File: src/rtl/core/dtrd_pkg.sv
// ------------------------------------------------------------------------
// dtrd_pkg
// Types, constants and the GCR symbol table for the telemetry rpm decoder.
// ------------------------------------------------------------------------
package dtrd_pkg;

  localparam int DIV_STEPS = 26;
  localparam int DIVISOR_W = 23;

  localparam logic [25:0] US_PER_MINUTE = 26'd60000000;
  localparam logic [15:0] PERIOD_MAX    = 16'hFF80;
  localparam logic [6:0]  POLE_PAIRS_RESET = 7'd7;

  typedef struct packed {
    logic [1:0] chan;
    logic       zero_word;
    logic       bad_sym;
    logic [3:0] hi;
    logic [3:0] mid;
    logic [3:0] lo;
    logic [3:0] chk;
  } sym_t;

  typedef struct packed {
    logic [1:0]  chan;
    logic        status;
    logic [15:0] period;
    logic        stopped;
  } info_t;

  typedef struct packed {
    info_t                 info;
    logic [DIVISOR_W-1:0]  divisor;
    logic [DIVISOR_W-1:0]  rem;
    logic [DIV_STEPS-1:0]  quo;
  } div_t;

  typedef struct packed {
    logic [1:0]  chan;
    logic        status;
    logic [15:0] period;
    logic        stopped;
    logic [25:0] rpm;
  } res_t;

  // GCR quintet to nibble; bit 4 set marks an invalid symbol
  function automatic logic [4:0] gcr_to_nibble(input logic [4:0] code);
    logic [4:0] r;
    case (code)
      5'h09:   r = 5'h09;
      5'h0A:   r = 5'h0A;
      5'h0B:   r = 5'h0B;
      5'h0D:   r = 5'h0D;
      5'h0E:   r = 5'h0E;
      5'h0F:   r = 5'h0F;
      5'h12:   r = 5'h02;
      5'h13:   r = 5'h03;
      5'h15:   r = 5'h05;
      5'h16:   r = 5'h06;
      5'h17:   r = 5'h07;
      5'h19:   r = 5'h00;
      5'h1A:   r = 5'h08;
      5'h1B:   r = 5'h01;
      5'h1D:   r = 5'h04;
      5'h1E:   r = 5'h0C;
      default: r = 5'h10;
    endcase
    return r;
  endfunction

endpackage

File: src/rtl/core/dshot_telemetry_rpm_decoder.sv
// Items pass the decode stages, a 26-step restoring divider and the output register.
// Throughput: one item per cycle unless stalled; the divider is fully pipelined.
// A stalled output fills a one-item skid stage, after which s_tready drops.
// Reset (rst, synchronous, active high) empties every stage; pp_reg returns to 7.
// ------------------------------------------------------------------------
// dshot_telemetry_rpm_decoder
// Decodes bidirectional motor-line eRPM telemetry words into period and rpm.
// ------------------------------------------------------------------------
module dshot_telemetry_rpm_decoder (
  input  logic        clk,
  input  logic        rst,
  input  logic        s_tvalid,
  output logic        s_tready,
  input  logic [23:0] s_tdata,   // [1:0] channel, [22:2] raw_word, [23] zero
  output logic        m_tvalid,
  input  logic        m_tready,
  output logic [47:0] m_tdata,   // [1:0] channel_out, [17:2] period, [18] stopped,
                                 // [44:19] rpm, [47:45] zero
  output logic [0:0]  m_tuser,   // [0] status
  input  logic        cfg_we,
  input  logic [6:0]  cfg_wdata
);
  import dtrd_pkg::*;

  logic       pole_pairs;
  logic [6:0] pp_reg;
  logic       pipe_en;
  logic       dec_valid;
  div_t       dec_data;
  logic       v  [DIV_STEPS+1];
  div_t       d  [DIV_STEPS+1];
  res_t       res;

  assign pole_pairs = (pp_reg != 7'd0);

  always_ff @(posedge clk) begin
    if (rst) begin
      pp_reg <= POLE_PAIRS_RESET;
    end else if (cfg_we) begin
      pp_reg <= cfg_wdata;
    end
  end

  assign s_tready = pipe_en;

  dtrd_decode u_decode (
    .clk        (clk),
    .rst        (rst),
    .en         (pipe_en),
    .in_valid   (s_tvalid && s_tready),
    .in_chan    (s_tdata[1:0]),
    .in_word    (s_tdata[22:2]),
    .pole_pairs (pole_pairs ? pp_reg : 7'd1),
    .out_valid  (dec_valid),
    .out_data   (dec_data)
  );

  assign v[0] = dec_valid;
  assign d[0] = dec_data;

  // dividend bits enter most significant first
  for (genvar k = 0; k < DIV_STEPS; k++) begin : g_div
    dtrd_div_step u_step (
      .clk       (clk),
      .rst       (rst),
      .en        (pipe_en),
      .num_bit   (US_PER_MINUTE[DIV_STEPS-1-k]),
      .in_valid  (v[k]),
      .in_data   (d[k]),
      .out_valid (v[k+1]),
      .out_data  (d[k+1])
    );
  end

  dtrd_out u_out (
    .clk      (clk),
    .rst      (rst),
    .in_valid (v[DIV_STEPS]),
    .in_data  (d[DIV_STEPS]),
    .m_tready (m_tready),
    .m_tvalid (m_tvalid),
    .m_res    (res),
    .pipe_en  (pipe_en)
  );

  assign m_tdata = {3'd0, res.rpm, res.stopped, res.period, res.chan};
  assign m_tuser = res.status;

endmodule

File: src/rtl/core/dtrd_decode.sv
// ------------------------------------------------------------------------
// dtrd_decode
// Three register stages: GCR symbol lookup, nibble check and period
// reconstruction, then divisor product period * pole_pairs.
// ------------------------------------------------------------------------
module dtrd_decode (
  input  logic            clk,
  input  logic            rst,
  input  logic            en,
  input  logic            in_valid,
  input  logic [1:0]      in_chan,
  input  logic [20:0]     in_word,
  input  logic [6:0]      pole_pairs,
  output logic            out_valid,
  output dtrd_pkg::div_t  out_data
);
  import dtrd_pkg::*;

  logic        v1;
  sym_t        s1;
  logic        v2;
  info_t       s2;

  sym_t        s1_next;
  info_t       s2_next;
  div_t        s3_next;

  logic [19:0] gcr;
  logic [4:0]  g_hi, g_mid, g_lo, g_chk;
  logic [11:0] data12;
  logic        bad2;
  logic [15:0] per;
  logic [6:0]  pp_eff;

  // undo transition coding and map each quintet
  always_comb begin
    gcr   = in_word[19:0] ^ in_word[20:1];
    g_chk = gcr_to_nibble(gcr[4:0]);
    g_lo  = gcr_to_nibble(gcr[9:5]);
    g_mid = gcr_to_nibble(gcr[14:10]);
    g_hi  = gcr_to_nibble(gcr[19:15]);
    s1_next.chan      = in_chan;
    s1_next.zero_word = (in_word == 21'd0);
    s1_next.bad_sym   = g_chk[4] | g_lo[4] | g_mid[4] | g_hi[4];
    s1_next.hi        = g_hi[3:0];
    s1_next.mid       = g_mid[3:0];
    s1_next.lo        = g_lo[3:0];
    s1_next.chk       = g_chk[3:0];
  end

  // check nibble is the inverted xor of the data nibbles
  always_comb begin
    data12 = {s1.hi, s1.mid, s1.lo};
    bad2   = s1.zero_word | s1.bad_sym | ((~(s1.hi ^ s1.mid ^ s1.lo)) != s1.chk);
    per    = bad2 ? 16'd0 : ({7'd0, data12[8:0]} << data12[11:9]);
    s2_next.chan    = s1.chan;
    s2_next.status  = bad2;
    s2_next.period  = per;
    s2_next.stopped = !bad2 && ((per == 16'd0) || (per == PERIOD_MAX));
  end

  // zero pole pairs count as one
  always_comb begin
    pp_eff = (pole_pairs == 7'd0) ? 7'd1 : pole_pairs;
    s3_next.info    = s2;
    s3_next.divisor = DIVISOR_W'(s2.period) * DIVISOR_W'(pp_eff);
    s3_next.rem     = '0;
    s3_next.quo     = '0;
  end

  always_ff @(posedge clk) begin
    if (rst) begin
      v1        <= 1'b0;
      v2        <= 1'b0;
      out_valid <= 1'b0;
    end else if (en) begin
      v1        <= in_valid;
      v2        <= v1;
      out_valid <= v2;
    end
  end

  always_ff @(posedge clk) begin
    if (en) begin
      s1       <= s1_next;
      s2       <= s2_next;
      out_data <= s3_next;
    end
  end

endmodule

File: src/rtl/core/dtrd_div_step.sv
// ------------------------------------------------------------------------
// dtrd_div_step
// One registered restoring-division step: shift in the next dividend bit,
// subtract the divisor where it fits, shift the quotient bit in.
// ------------------------------------------------------------------------
module dtrd_div_step (
  input  logic            clk,
  input  logic            rst,
  input  logic            en,
  input  logic            num_bit,
  input  logic            in_valid,
  input  dtrd_pkg::div_t  in_data,
  output logic            out_valid,
  output dtrd_pkg::div_t  out_data
);
  import dtrd_pkg::*;

  logic [DIVISOR_W:0]   sh;
  logic [DIVISOR_W-1:0] diff;
  logic                 fits;
  div_t                 step_next;

  // where the divisor fits the difference is below the divisor
  always_comb begin
    sh   = {in_data.rem, num_bit};
    diff = sh[DIVISOR_W-1:0] - in_data.divisor;
    fits = (sh >= {1'b0, in_data.divisor});
    step_next         = in_data;
    step_next.rem     = fits ? diff : sh[DIVISOR_W-1:0];
    step_next.quo     = {in_data.quo[DIV_STEPS-2:0], fits};
  end

  always_ff @(posedge clk) begin
    if (rst) begin
      out_valid <= 1'b0;
    end else if (en) begin
      out_valid <= in_valid;
    end
  end

  always_ff @(posedge clk) begin
    if (en) begin
      out_data <= step_next;
    end
  end

endmodule

File: src/rtl/core/dtrd_out.sv
// ------------------------------------------------------------------------
// dtrd_out
// Output register with a one-item skid stage. Forms the final rpm and
// holds the pipeline only while the skid stage is occupied.
// ------------------------------------------------------------------------
module dtrd_out (
  input  logic            clk,
  input  logic            rst,
  input  logic            in_valid,
  input  dtrd_pkg::div_t  in_data,
  input  logic            m_tready,
  output logic            m_tvalid,
  output dtrd_pkg::res_t  m_res,
  output logic            pipe_en
);
  import dtrd_pkg::*;

  logic  skid_valid;
  res_t  skid;
  res_t  res_next;
  logic  out_free;

  // no rotation or a bad word gives rpm zero
  always_comb begin
    res_next.chan    = in_data.info.chan;
    res_next.status  = in_data.info.status;
    res_next.period  = in_data.info.period;
    res_next.stopped = in_data.info.stopped;
    res_next.rpm     = (in_data.info.status | in_data.info.stopped) ? 26'd0 : in_data.quo;
  end

  assign out_free = !m_tvalid || m_tready;
  assign pipe_en  = !skid_valid;

  always_ff @(posedge clk) begin
    if (rst) begin
      m_tvalid   <= 1'b0;
      skid_valid <= 1'b0;
    end else if (out_free) begin
      if (skid_valid) begin
        m_tvalid   <= 1'b1;
        skid_valid <= 1'b0;
      end else begin
        m_tvalid   <= in_valid;
      end
    end else if (in_valid && pipe_en) begin
      skid_valid <= 1'b1;
    end
  end

  always_ff @(posedge clk) begin
    if (out_free) begin
      m_res <= skid_valid ? skid : res_next;
    end else if (pipe_en) begin
      skid  <= res_next;
    end
  end

endmodule

File: config.mk
export PLATFORM = sky130hd
export DESIGN_NAME = dshot_telemetry_rpm_decoder
export DESIGN_NICKNAME = d
export VERILOG_FILES = /design/src/rtl/core/dtrd_pkg.sv /design/src/rtl/core/dshot_telemetry_rpm_decoder.sv /design/src/rtl/core/dtrd_decode.sv /design/src/rtl/core/dtrd_div_step.sv /design/src/rtl/core/dtrd_out.sv
export SDC_FILE = /design/constraint.sdc
export NUM_CORES = 2
export LEC_CHECK = 0
export BUFFER_PORTS_ARGS = -buffer_cell sky130_fd_sc_hd__buf_2
export CAP_MARGIN = 40
export CORE_ASPECT_RATIO = 0.9
export CORE_MARGIN = 4
export CORE_UTILIZATION = 54
export DETAILED_ROUTE_END_ITERATION = 10
export GPL_TIMING_DRIVEN = 0
export HOLD_SLACK_MARGIN = 0.1
export MAX_ROUTING_LAYER = met4
export PLACE_DENSITY = 0.67
export SLEW_MARGIN = 10
export SYNTH_ARGS = -nofsm -noshare
export SYNTH_HDL_FRONTEND = slang
export SYNTH_SLANG_ARGS = --single-unit
File: constraint.sdc
create_clock -name clk -period 59.6 [get_ports clk]
set_input_delay 2.98 -clock clk [delete_from_list [all_inputs] [get_ports clk]]
set_output_delay 2.98 -clock clk [all_outputs]
set_load 0.005 [all_outputs]
# Yosys cells after proc, flatten, opt, wreduce, memory -nomap -nowiden
# Memory sizes are Yosys's and may differ from the RTL's.
# Index checks and enable logic that the tools add are counted.
word_totals:
  mem_bits_ro: 640
  word_cells: 375
  ff_bits: 2234
  memories: 4
classes:
  mux: 30
  bitwise_logic: 10
  n_shift: 1
  magnitude_cmp: 26
  n_reduce_logical: 13
  mul: 1
  n_eq_ne: 2
  n_addsub: 25
mem_list:
  columns: ["name", "words", "word_bits", "rd", "rd_ports_with_merged_regs", "wr", "line", "source"]
  rows:
  - ["(name not given)", 32, 5, 1, 0, 0, "dtrd_pkg.sv:49", "case (code)"]
  - ["(name not given)", 32, 5, 1, 0, 0, "dtrd_pkg.sv:49", null]
  - ["(name not given)", 32, 5, 1, 0, 0, "dtrd_pkg.sv:49", null]
  - ["(name not given)", 32, 5, 1, 0, 0, "dtrd_pkg.sv:49", null]
ops:
  columns: ["operator", "count"]
  rows:
  - [">= comparator 24 x 23 -> 1 bit", 25]
  - ["two-way mux 23 bit", 24]
  - ["subtractor 23 bit", 24]
  - ["two-way mux 46 bit", 1]
  - ["two-way mux 26 bit", 1]
  - [">= comparator 1 x 23 -> 1 bit (first input constant)", 1]
  - ["multiplier 16 x 7 -> 23 bit", 1]
  - ["subtractor 1 x 23 -> 23 bit (first input constant)", 1]
  - ["zero test 21 bit", 1]
  - ["bitwise XOR 20 bit", 1]
  - ["== test 16 bit (second input constant)", 1]
  - ["zero test 16 bit", 1]
  - ["two-way mux 16 bit", 1]
  - ["<< shifter 9 x 3 -> 16 bit", 1]
  - ["two-way mux 7 bit", 2]
  - ["bitwise XOR 4 bit", 2]
  - ["zero test 7 bit", 1]
  - ["nonzero test 7 bit", 1]
  - ["OR 1 bit", 6]
  - ["inequality test 4 bit", 1]
  - ["inverter 4 bit", 1]
  - ["logical AND 1 bit", 3]
  - ["zero test 1 bit", 3]
  - ["logical OR 1 bit", 2]
  - ["2 further kinds", 2]

# Logic depth before layout (Yosys ltp)
depth:
  word_depth: 9
  mapped_depth: 21
  ltp_nobuf: 20

# Hierarchy
# A second synthesis with hierarchy kept.
unflattened:
  hier_cells: 9607
  hier_area_um2: 128418.2
modules_own_cells:
  columns: ["mod", "instances", "area_per_inst_um2", "cells_each"]
  rows:
  - ["dtrd_div_step at g_div[0].u_step ...", 25, 4476.8, 331]
  - ["dtrd_decode", 1, 8080.2, 794]
  - ["dtrd_div_step at g_div[15].u_step", 1, 4456.8, 319]
  - ["dtrd_out", 1, 3626.0, 182]
  - ["dshot_telemetry_rpm_decoder", 1, 335.3, 37]

# Worst setup path after synthesis
# OpenSTA, ideal clock, no wires.
synth_path:
  path_type: "register to output"
  startpoint: "register u_out.skid_valid"
  endpoint: "output port s_tready"
  arrival_ps: 41137
  stages_incl_launch_ff: 5
  n_path_buf: 3
  required_time_ps: 56620
  path_slack_ps: 15483
  cell_sequence: "dfxtp_1 > clkbuf_1 > clkbuf_1 > clkbuf_1 > inv_1"
synth_via:
  elab_chain_cells: 1
synth_lines:
  columns: ["item", "line", "source"]
  rows:
  - ["start, declared", "dtrd_out.sv:18", "logic skid_valid;"]
  - ["start signal, assigned", "dtrd_out.sv:38", "skid_valid <= 1'b0;"]
  - ["start signal, assigned", "dtrd_out.sv:42", "skid_valid <= 1'b0;"]
  - ["start signal, assigned", "dtrd_out.sv:47", "skid_valid <= 1'b1;"]
  - ["zero test 1 bit", "dtrd_out.sv:33", "assign pipe_en = !skid_valid;"]
  - ["end, declared", "dshot_telemetry_rpm_decoder.sv:13", "output logic s_tready,"]
# No other way between the ends.

# Worst setup path after layout
# Ends and elaborated chain as after synthesis.

==> flow_summary.rst <==
.. list-table::
   :header-rows: 1

   * - Metric
     - Value
   * - Number of global-route vias before repair
     - approximately 61k
   * - Total of buffers placed on input and output ports
     - 80
   * - Final critical-path required period
     - roughly 9 ns
   * - Clock skew after layout
     - 0.0306 ns
   * - First-pass DRT Iterations
     - 8
   * - Largest stage delay on the critical path
     - 0.51 ns
   * - WL/cell
     - 18.8 um
   * - Worst IR drop on VDD
     - 31.1 uV
   * - Number of buffers between clock root and the deepest sink
     - 3
   * - Register clock-pin slew on the reported worst setup and hold paths
     - approximately 0.070 ns
   * - Outcome
     - finished clean
   * - Cells traversed along the worst timing path
     - clkbuf_1, clkbuf_1, clkbuf_1, inv_8, buf_16, buf_16, buf_16, buf_16, buf_16, buf_16, buf_2
   * - Global-route track usage on met3
     - under 10%
   * - Hold Fails Final Rpt
     - 0
   * - Number of distinct standard cells referenced by the synthesized netlist
     - 100
   * - Level count of the clock H-tree
     - 4
   * - Number of ports placed on the die boundary
     - 87
   * - Max FFs per register
     - around 2k
   * - Total detailed-routing wirelength
     - around 210000 um
   * - Number of non-filler instances in the completed layout
     - between 10k and 15k
   * - Final clock period utilization by the worst path
     - approximately 15%
   * - Via count of the routed design
     - around 63k
   * - Final nets
     - just over 9k
   * - Type of destination of the critical path
     - output pin
   * - Total track usage
     - 21.0%
   * - Startpoint type of the worst setup path
     - flop
   * - Layout filler cell count
     - around 15k
   * - Final setup margin
     - between 50 and 60 ns
   * - GPL Wtd Cong
     - 0.960
   * - Source-to-sink clock delay at the later pin of the worst-skew pair
     - 0.84 ns
   * - Actual slew at the worst max-slew pin
     - between 0.9 and 1 ns
   * - Area delta synth->final
     - 11.0%
   * - Maximum number of pins on one net before global-route repair
     - around 130
   * - Number of maximum-capacitance constraint violations
     - 0
   * - Relative slew margins
     - a little over a third
   * - Yosys reg bits
     - 2234
   * - Fraction of layout instances using a drive strength above 1
     - 8.42%
   * - Number of synthesized flops with an enable pin
     - ~2.2k
   * - Number of warnings reported in the yosys synthesis log
     - 0
   * - Width of the die
     - ~480 um
   * - CTS sink count
     - ~2.2k
   * - Initial standard-cell utilization of the core
     - approximately 54%
   * - Number of antenna violations at the first check in global routing
     - 9
   * - Cell leakage power
     - ~46 nW
   * - Path type of the worst min-delay path
     - flop to flop
   * - Synth Cell Area
     - between 100000 and 150000 um^2
   * - Core Rows
     - around 150
   * - Grt met2 use
     - 29.1%
   * - Antenna violation net count after detailed routing
     - 0
   * - Crit path arrival time
     - a little over 6 ns
   * - Overall overflow remaining after global route
     - 0
   * - R2r setup slk
     - approximately 53 ns
   * - Final-report setup violation count
     - 0
   * - Placeable core region
     - a little under 200000 um^2
   * - Routed via count divided by cell count
     - 5.62
   * - Largest registers
     - g_div.u_step.out_data x2021, u_out.m_res x46, u_out.skid x46
   * - Power density normalized to cell area
     - ~48 nW/um^2
   * - Count of final max-slew check failures
     - 0
   * - Final HPWL from detailed placement
     - about 150000 um
   * - Maximum fanout encountered on the critical timing path
     - ~130
   * - Fmax
     - approximately 110 MHz
   * - CTS Hold Buffers Added
     - 0
   * - Number of DRC markers after the initial detailed-route iteration
     - approximately 5.8k
   * - Portion of the post-synthesis area used by sequential elements
     - around 63%
   * - Grt peak-use layer
     - met1
   * - Critical-path top delay cell
     - sky130_fd_sc_hd__buf_16
   * - Most flop-heavy register
     - g_div.u_step.out_data
   * - Die Footprint
     - between 200000 and 250000 um^2
   * - Global-route wire length before repair
     - 335000 um
   * - Die Height
     - between 400 and 500 um
   * - Met1 routing resource usage after global routing
     - 32.2%
   * - Most common library cell in the layout ignoring fill and taps
     - sky130_fd_sc_hd__edfxtp_1
   * - Post-Syn Area per Cell
     - between 10 and 15 um^2
   * - Predominant post-synthesis flop cell
     - sky130_fd_sc_hd__edfxtp_1
   * - Crit Path Class
     - flop to output pin
   * - Root buf cell
     - sky130_fd_sc_hd__clkbuf_16
   * - Pre-CTS setup slack
     - a little over 50 ns
   * - Post-synthesis cell count
     - a little over 8k
   * - Critical Path RT
     - approximately 57 ns
   * - Share of flip-flops with an asynchronous set or reset after synthesis
     - 0%
   * - Most frequent cell on the critical path
     - sky130_fd_sc_hd__buf_16
   * - Number of design rule violations left after detail routing
     - 0
   * - CTS tree
     - built
   * - Clock buffer count from CTS
     - approximately 220
   * - Unrepaired setup endpoints after global routing
     - false
   * - Number of cells upsized or downsized after cts
     - 0
   * - Post-CTS setup-driven buffer insertion count
     - 0
   * - Number of placed cells counting well taps
     - around 11k
   * - Top library cells by usage in the layout, fill and taps aside
     - sky130_fd_sc_hd__edfxtp_1, sky130_fd_sc_hd__inv_1, sky130_fd_sc_hd__ha_1
layer usage:
layer,wire length (um),vias up
met4,3530,0
met3,14800,260
met5,0,-
met1,105000,30900
met2,88600,1625
li1,-,30500
path summary, 6_finish.rpt:
check,start,to,cells past startpoint
worst min register to register,g_div[12].u_step.out_data[4],g_div[13].u_step.out_data[5],0
worst max-delay path,u_out.skid_valid,s_tready,11
worst min-delay path,g_div[12].u_step.out_data[4],g_div[13].u_step.out_data[5],0
worst max register to register,pp_reg[5],u_decode.out_data[71],20
Yosys cell counts (21+ instances only):
cell,count,area [um^2]
sky130_fd_sc_hd__nor2b_1,92,576
sky130_fd_sc_hd__a21oi_1,545,2730
sky130_fd_sc_hd__mux2_2,171,1930
sky130_fd_sc_hd__o21ai_0,392,1960
sky130_fd_sc_hd__buf_2,26,130
sky130_fd_sc_hd__nor3_1,107,536
sky130_fd_sc_hd__a21boi_0,24,180
sky130_fd_sc_hd__o21a_1,88,661
sky130_fd_sc_hd__dfxtp_1,38,761
sky130_fd_sc_hd__edfxtp_1,2196,65900
sky130_fd_sc_hd__and2_1,90,563
sky130_fd_sc_hd__nor2_1,505,1900
sky130_fd_sc_hd__or3_1,21,131
sky130_fd_sc_hd__ha_1,629,7870
sky130_fd_sc_hd__nand4_1,64,400
sky130_fd_sc_hd__nand2_1,504,1890
sky130_fd_sc_hd__a211oi_1,47,353
sky130_fd_sc_hd__fa_1,93,1860
sky130_fd_sc_hd__mux2_4,34,510
sky130_fd_sc_hd__a31oi_1,52,325
sky130_fd_sc_hd__xnor2_1,282,2470
sky130_fd_sc_hd__o31a_1,26,228
sky130_fd_sc_hd__clkbuf_1,94,353
sky130_fd_sc_hd__a21o_1,197,1480
sky130_fd_sc_hd__nand2b_1,83,519
sky130_fd_sc_hd__nand3_1,100,500
sky130_fd_sc_hd__and3_1,49,307
sky130_fd_sc_hd__o31ai_1,37,278
sky130_fd_sc_hd__inv_1,863,3240
sky130_fd_sc_hd__a22o_1,29,254
sky130_fd_sc_hd__mux2i_1,60,601
sky130_fd_sc_hd__nor4_1,30,188
sky130_fd_sc_hd__o21bai_1,53,398
sky130_fd_sc_hd__xor2_1,187,1640
metrics by stage:
step	utilization (%)	hold WS (ns)	setup TNS (ns)	power, mW	area, um^2
finish	60.3	0.408	0	5.71	118000
detailed placement	56.6	0.405	0	4.30	111000
floorplan	-	0.400	0	3.79	107000
global route	60.3	0.406	0	6.07	118000
global placement	56.2	0.401	-4.53	4.25	110000
CTS	60.3	0.404	0	5.73	118000
worst max-delay path: cells and delay by family (launching register included):
kind / cells / cell delay (ns)
buffers and inverters: 11 / 4.32
flip-flops: 1 / 0.30
kinds of logic after synthesis:
family / synth area share (%)
DFF: 62.5
AOI/OAI and AO/OA: 10.3
and+or+nand+nor: 7.52
buffers and inverters: 3.64
adders and majority gates: 9.13
xor gates and xnor gates: 3.85
muxes: 3.02
other: 0.00352
report_power, final:
| group | internal [mW] | switching (mW) | total (mW) |
|---|---|---|---|
| Combinational | 0.901 | 1.17 | 2.07 |
| Sequential | 2.11 | 0.137 | 2.25 |
| Clock | 0.810 | 0.585 | 1.40 |
area by class of cell:
cell class	instances	area, um^2	share of cell area, %
Multi-Input combinational cell	4919	36100	30.5
Tap cell	2574	3220	2.72
Antenna cell	3	7.51	0.00634
Clock buffer	275	5810	4.91
Timing Repair Buffer	111	1050	0.889
Clock inverter	134	1560	1.32
Inverter	864	3250	2.75
Buffer	143	643	0.543
Sequential cell	2234	66700	56.4
(Power assumes the default switching activity.)
